### config.mk
export PLATFORM = sky130hd
export DESIGN_NAME = smes_cell
export DESIGN_NICKNAME = d
export VERILOG_FILES = /design/src/hdl/sparse_matrix_entry_store_macros.svh /design/src/hdl/smes_pkg.sv /design/src/hdl/smes_cell.sv
export SDC_FILE = /design/constraint.sdc
export NUM_CORES = 1
export LEC_CHECK = 0
export BUFFER_PORTS_ARGS = -buffer_cell sky130_fd_sc_hd__buf_4
export CAP_MARGIN = 0
export CORE_MARGIN = 3
export CORE_UTILIZATION = 54
export CTS_BUF_LIST = sky130_fd_sc_hd__clkbuf_8
export DETAILED_ROUTE_END_ITERATION = 6
export GPL_TIMING_DRIVEN = 1
export PLACE_DENSITY = 0.87
export SLEW_MARGIN = 20
export SYNTH_ARGS = -nofsm -noshare
export SYNTH_HDL_FRONTEND = slang
export SYNTH_SLANG_ARGS = --single-unit
### constraint.sdc
create_clock -name clk -period 4.9 [get_ports clk]
set_clock_uncertainty 0.2 [all_clocks]
set_input_delay 0.98 -clock clk [delete_from_list [all_inputs] [get_ports clk]]
set_output_delay 0.98 -clock clk [all_outputs]
set_load 0.01 [all_outputs]
### src/hdl/sparse_matrix_entry_store_macros.svh
// Assertion macros for the sparse matrix entry store.
`ifndef SPARSE_MATRIX_ENTRY_STORE_MACROS_SVH
`define SPARSE_MATRIX_ENTRY_STORE_MACROS_SVH

`ifndef SYNTHESIS
// Same-cycle implication, sampled on clk, off while arst_n is low
`define SMES_ASSERT_NOW(lbl, ante, cons) \
	lbl: assert property (@(posedge clk) disable iff (!arst_n) (ante) |-> (cons)) \
		else $error("smes assertion failed");
// Next-cycle implication, sampled on clk, off while arst_n is low
`define SMES_ASSERT_NEXT(lbl, ante, cons) \
	lbl: assert property (@(posedge clk) disable iff (!arst_n) (ante) |=> (cons)) \
		else $error("smes assertion failed");
`else
`define SMES_ASSERT_NOW(lbl, ante, cons)
`define SMES_ASSERT_NEXT(lbl, ante, cons)
`endif

`endif

### src/hdl/smes_pkg.sv
// Package for the sparse matrix entry store: command codes, states and cell link types.
package smes_pkg;

	// request commands
	typedef enum logic [1:0] {
		CMD_GET  = 2'd0,
		CMD_SET  = 2'd1,
		CMD_ACC  = 2'd2,
		CMD_RSVD = 2'd3
	} cmd_t;

	// controller states
	typedef enum logic [1:0] {
		ST_IDLE,
		ST_SCAN,
		ST_CALC,
		ST_COMMIT
	} state_t;

	// flags of the scan token passed from cell to cell
	typedef struct packed {
		logic live;
		logic hit;
		logic free_found;
	} tok_flags_t;

	// write-back command broadcast to every cell
	typedef struct packed {
		logic del_hit;
		logic upd_hit;
		logic ins_free;
	} cell_ctl_t;

endpackage

### src/hdl/smes_cell.sv
// One slot of the entry store chain: holds a triple, matches the token and passes it on.
module smes_cell
	import smes_pkg::*;
#(
	parameter int INDEX_BITS = 16,
	parameter int VALUE_BITS = 32
) (
	input  logic                  clk,
	input  logic                  arst_n,
	input  logic [INDEX_BITS-1:0] req_row,
	input  logic [INDEX_BITS-1:0] req_col,
	input  logic [VALUE_BITS-1:0] new_value,
	input  cell_ctl_t             ctl,
	input  tok_flags_t            tok_in_f,
	input  logic [VALUE_BITS-1:0] tok_in_v,
	output tok_flags_t            tok_out_f,
	output logic [VALUE_BITS-1:0] tok_out_v
);

	logic                  valid_q;
	logic [INDEX_BITS-1:0] row_q;
	logic [INDEX_BITS-1:0] col_q;
	logic [VALUE_BITS-1:0] value_q;
	logic                  hit_q;
	logic                  free_q;
	tok_flags_t            tok_f_q;
	logic [VALUE_BITS-1:0] tok_v_q;
	logic                  match;
	logic                  claim;

	// compare the stored coordinate; claim the slot if it is the first free one
	assign match = valid_q && (row_q == req_row) && (col_q == req_col);
	assign claim = !valid_q && !tok_in_f.free_found;

	// mark this slot as the token goes past
	always_ff @(posedge clk or negedge arst_n) begin
		if (!arst_n) begin
			hit_q   <= 1'b0;
			free_q  <= 1'b0;
			tok_f_q <= '0;
		end else begin
			tok_f_q.live       <= tok_in_f.live;
			tok_f_q.hit        <= tok_in_f.hit | (tok_in_f.live & match);
			tok_f_q.free_found <= tok_in_f.free_found | (tok_in_f.live & !valid_q);
			if (tok_in_f.live) begin
				hit_q  <= match;
				free_q <= claim;
			end
		end
	end

	// carry the hit value along with the token
	always_ff @(posedge clk) begin
		tok_v_q <= match ? value_q : tok_in_v;
	end

	// slot valid flag
	always_ff @(posedge clk or negedge arst_n) begin
		if (!arst_n) begin
			valid_q <= 1'b0;
		end else if (hit_q && ctl.del_hit) begin
			valid_q <= 1'b0;
		end else if (free_q && ctl.ins_free) begin
			valid_q <= 1'b1;
		end
	end

	// slot payload: update on a hit, fill on an insert
	always_ff @(posedge clk) begin
		if (hit_q && ctl.upd_hit) begin
			value_q <= new_value;
		end else if (free_q && ctl.ins_free) begin
			row_q   <= req_row;
			col_q   <= req_col;
			value_q <= new_value;
		end
	end

	assign tok_out_f = tok_f_q;
	assign tok_out_v = tok_v_q;

endmodule

==> results of run 1 <==
## synth_stat cells
master and n:
edfxtp_1 64, dfxtp_1 32, mux2_4 28, xnor2_1 24, xor2_1 8, dfrtp_1 6
nand2_1 5, nand4_1 5, mux2_2 4, a21oi_1 3, buf_6 3, nand2b_1 2
nor4_1 2, inv_1 1, nand3_1 1, nand4_2 1, nor3_1 1, nor4_2 1
o21ai_0 1, o21bai_1 1, o2bb2ai_1 1
## where the power goes
group          internal [mW]  switching, mW  total [mW]
registers              0.954         0.0123       0.967
logic                  0.103         0.0589       0.162
clock network          0.249          0.268       0.517
total                   1.31          0.339        1.65
## final cells by class
| class | count | area [um2] |
|---|---|---|
| flip-flops and latches | 102 | 2713 |
| fillers | 382 | 1493 |
| repair buffers | 140 | 1051 |
| multi-input cells | 88 | 903.4 |
| clock buffers | 10 | 137.6 |
| well taps | 77 | 96.34 |
| clock inverters | 6 | 61.31 |
| inverters | 1 | 3.754 |
## registers in the layout, indices dropped and copies added, names as in the netlist
name / count
tok_out_v: 32
value_q: 32
row_q: 16
tok_out_f: 3
valid_q: 1
col_q: 16
hit_q: 1
free_q: 1
## kinds of logic after synthesis
logic type | count (synthesis) | synth area share [%]
AO/OA/AOI/OAI | 6 | 0.9961
multiplexers | 32 | 12.78
AND/OR/NAND/NOR | 18 | 3.023
buffers and inverters | 4 | 1.030
XOR/XNOR | 32 | 7.695
flip-flops | 102 | 74.48
## per-layer routing
metal  up-vias  GRT usage, %
li1       1005             -
met1       974         20.82
met2        73         31.64
met3        10         5.738
met4         0         7.967
met5         -             0
## worst min path at each step
stage,endpoint,slack [ns],cells after the start
floorplan,tok_out_v[0],0.25,1
global placement,tok_out_v[31],0.25,1
detailed placement,tok_out_v[29],0.26,1
CTS,tok_out_f[0],0.22,1
global route,tok_out_f[2],0.20,1
finish,tok_out_f[0],0.23,1
## per-stage QoR
stage / std cells / instance area, um2 / total power [mW] / hold WS [ns] / worst slack [ns]
after CTS: 424 / 4966 / 1.660 / 0.2158 / 2.380
after global routing: 424 / 4966 / 1.711 / 0.2042 / 2.310
after detailed placement: 408 / 4767 / 1.151 / 0.2588 / 2.006
final: 424 / 4966 / 1.646 / 0.2330 / 2.374
after floorplan: 194 / 3642 / 1.044 / 0.2494 / 1.645
after global placement: 408 / 4767 / 1.144 / 0.2523 / 2.018
==> reports/qor.yml, run 1 <==
cp_slowest_cell: "mux2_4"
rows: 29
die_x_um: 88.13
synth_area_um2: 3642
hold_path.class: "in -> async"
ir_drop_v: 0.0002372
p_per_area_nw_per_um2: 331.4
ys_warn_count: 0
clk_latency_ns: 0.34
cp_max_fo: 34
outcome: "finished clean"
critPathLaunch: "req_col[4]"
route.detailed.drc: 0
grt_pass1_vias: 2175
ys_seq_area_share_pct: 74.48
viasPerCell: 4.863
diodes: 0
final_cell_mix: "140 x buf_4, 64 x edfxtp_1, 32 x dfxtp_1"
crit_arrival_ns: 2.55
setup_violations: 0
post_cts_buffers: 0
routedLengthMet1_mm: 2.563
gr-total-overflow: 0
cts_buffers: 9
finalHoldViolCount: 0
drt_wl_total_mm: 6.935
tightest_slew_ns: 0.9697
slew_headroom_pct: 35.21
place.gp.congestion: 0.7078
synth_cells: 194
dp_hpwl_mm: 5.273
placement.io_buffers: 138
yosysTopAreaCellShare_pct: 52.77
clock_path_buffers: 2
htree_levels: 3
layout-drive-gt1-share_pct: 54.76
path_buf_inv: 2
path_clk_slew_ns: 0.08
end_kind: "flip-flop"
rr_startpoint: "col_q[4]"
fin_crit_ns: 2.526
cp_cell_sequence: "buf_4, xnor2_1, nand4_1, nor4_2, nand4_2, buf_4, mux2_4"
ctsHoldBuffers: 0
initial_core_util_pct: 56.39
ant_nets: 0
ys_top_cells_by_area: "edfxtp_1 53%, dfxtp_1 18%, mux2_4 12%, xnor2_1 5.8%, dfrtp_1 4.1%"
crit_end: "tok_out_v[26]"
cts_tree: "done"
crit_path_start_kind: "input pin"
tns_ns: 0
timing.final.crit_share_pct: 51.56
syn_area_per_cell_um2: 18.77
track_usage_pct: 18.27
cts_resized: 0
dr.pass1.iters: 4
slew_violations: 0
nNetsFinal: 446
cts.sinks: 102
rr_worst_depth: 6
met3_length_um: 467
wl_per_cell_um: 16.36
synth_area_leader_cell: "edfxtp_1"
cp.depth: 7
max_freq_mhz: 395.9
synth.distinct_cells: 21
rsz0062_at_grt: "false"
r2r-end: "tok_out_v[26]"
crit_top_cell: "buf_4"
rrSetupSlack_ns: 2.73
top_layer: "met4"
grt_max_degree: 35
crit_type: "in -> reg"
leakage_nw: 2.118
dr_wl_met2_mm: 3.774
antenna_found_initial: 0
utilization_pct: 76.89
via_count: 2062
required_ns: 4.93
drt_iter0_drc: 75
die_h_um: 88.13
slowest_delay_ns: 0.36
io_pins: 139
drv_cap: 0
critPathTopFamily: "simple AND/OR/NAND/NOR gates"
die_area_um2: 7766
syn_nets: 298
synth-seq-cells: 102
final_common_cell: "buf_4"
grt_pass1_wl_mm: 10.45
syn_to_final_growth_pct: 36.34
core_region_area_um2: 6459
cts_root_buf: "clkbuf_8"
Note: power is estimated with default switching activity, not from simulation.
==> run 2, diff against run 1 <==
--- a/config.mk
+++ b/config.mk
@@ -8,11 +8,11 @@
 export BUFFER_PORTS_ARGS = -buffer_cell sky130_fd_sc_hd__buf_4
 export CAP_MARGIN = 0
 export CORE_MARGIN = 3
-export CORE_UTILIZATION = 54
+export CORE_UTILIZATION = 50
 export CTS_BUF_LIST = sky130_fd_sc_hd__clkbuf_8
 export DETAILED_ROUTE_END_ITERATION = 6
 export GPL_TIMING_DRIVEN = 1
-export PLACE_DENSITY = 0.87
+export PLACE_DENSITY = 0.81
 export SLEW_MARGIN = 20
 export SYNTH_ARGS = -nofsm -noshare
 export SYNTH_HDL_FRONTEND = slang
==> constraint.sdc (replaced) <==
create_clock -name clk -period 2.5 [get_ports clk]
set_clock_uncertainty 0.2 [all_clocks]
set_input_delay 0.5 -clock clk [delete_from_list [all_inputs] [get_ports clk]]
set_output_delay 0.5 -clock clk [all_outputs]
set_load 0.01 [all_outputs]
==> reports/qor.yml, run 2 (synthesis results as in run 1) <==
post-place-ws_ns: 0.1768
route.detailed.drc: 0
track_usage_pct: 17.09
slew_headroom_pct: 73.28
crit_arrival_ns: 2.17
p_per_area_nw_per_um2: 656.3
dr.pass1.iters: 4
viasPerCell: 4.666
rsz0062_at_grt: "false"
drv_cap: 0
die_x_um: 91.35
syn_to_final_growth_pct: 38.65
outcome: "finished clean"
max_freq_mhz: 466.4
final_cell_mix: "141 x buf_4, 64 x edfxtp_1, 32 x dfxtp_1"
setup_violations: 0
fin_crit_ns: 2.144
utilization_pct: 72.72
nNetsFinal: 449
grt_pass1_wl_mm: 10.85
placed_area_um2: 4818
drt_iter0_drc: 47
rrSetupSlack_ns: 0.36
drt_wl_total_mm: 6.974
grt_max_degree: 35
hold_path.class: "in -> reg"
whs_path_depth: 1
cts_tree: "done"
htree_levels: 3
die_area_um2: 8345
clock_path_buffers: 2
clk_latency_ns: 0.34
cts_buffers: 9
slew_violations: 0
leakage_nw: 2.147
post_cts_buffers: 0
rr_worst_depth: 6
layout-drive-gt1-share_pct: 55.14
placement.io_buffers: 138
crit_type: "reg -> reg"
holdPathEnd: "tok_out_f[2]"
crit_path_start_kind: "flip-flop"
grt_pass1_vias: 2299
tightest_slew_ns: 0.4007
slowest_delay_ns: 0.43
cts.sinks: 102
fin_ws_ns: 0.3559
finalHoldViolCount: 0
timing.final.crit_share_pct: 85.77
antenna_found_initial: 0
required_ns: 2.53
hp-start: "tok_in_f[2]"
cts_root_buf: "clkbuf_8"
rr_startpoint: "col_q[10]"
total_power_mw: 3.314
ir_drop_v: 0.0003889
end_kind: "flip-flop"
diodes: 0
place.gp.congestion: 0.7946
fin_area_um2: 5050
ant_nets: 0
dp_hpwl_mm: 5.269
io_pins: 139
tns_ns: 0
final_common_cell: "buf_4"
wl_per_cell_um: 15.64
core_region_area_um2: 6944
gr-total-overflow: 0
cp_slowest_cell: "edfxtp_1"
cp_max_fo: 34
die_h_um: 91.35
rows: 30
via_count: 2081
r2r-end: "tok_out_v[9]"
cp_cell_sequence: "xnor2_1, nand4_1, nor4_2, nand4_2, buf_12, mux2_4"
initial_core_util_pct: 52.45
path_clk_slew_ns: 0.09
run 2: layout make-up:
| cell class | count | area [um2] |
|---|---|---|
| flip-flops and latches | 102 | 2713 |
| fillers | 468 | 1894 |
| repair buffers | 143 | 1089 |
| multi-input cells | 88 | 903.4 |
| clock buffers | 9 | 123.9 |
| well taps | 96 | 120.1 |
| clock inverters | 7 | 97.59 |
| inverters | 1 | 3.754 |
run 2: worst max-delay path by stage:
stage | startpoint | endpoint | slack [ns]
after floorplan | req_col[4] | tok_out_v[10] | 0.41
after detailed placement | req_col[0] | tok_out_v[27] | 0.18
after CTS | col_q[10] | tok_out_v[27] | 0.30
after global placement | req_col[2] | tok_out_v[3] | 0.26
after global routing | col_q[10] | tok_out_v[9] | 0.26
final | col_q[10] | tok_out_v[9] | 0.36
run 2: what timing repair did:
action	CTS	global route
hold buffers	1	0
endpoints found under the hold margin	6	0
resized for setup	0	0
run 2: routing by layer:
| layer | track usage [%] | part of all wire [%] | up-vias |
|---|---|---|---|
| met2 | 30.96 | 55 | 81 |
| met3 | 4.888 | 6.9 | 14 |
| li1 | - | - | 1012 |
| met1 | 18.08 | 35 | 974 |
| met4 | 8.291 | 2.6 | 0 |
| met5 | 0 | 0 | - |
run 2: power by group:
group	switching, mW	internal, mW	total, mW	leakage, nW
clock	0.528	0.569	1.10	0.111
combinational	0.116	0.205	0.322	1.11
sequential	0.0248	1.87	1.89	0.921
run 2: critical path, delay by kind of cell, from the launching register on:
kind	cells	cell delay [ns]
muxes	1	0.32
DFF	1	0.43
and+or+nand+nor	3	0.63
buffers and inverters	1	0.24
xor gates and xnor gates	1	0.20
run 2: metrics by stage:
step | instances | hold slack (ns)
2_1_floorplan | 194 | 0.004409
3_3_place_gp | 429 | 0.1085
3_5_place_dp | 429 | 0.1106
4_1_cts | 446 | 0.06851
5_1_grt | 446 | 0.07080
6_report | 446 | 0.08956
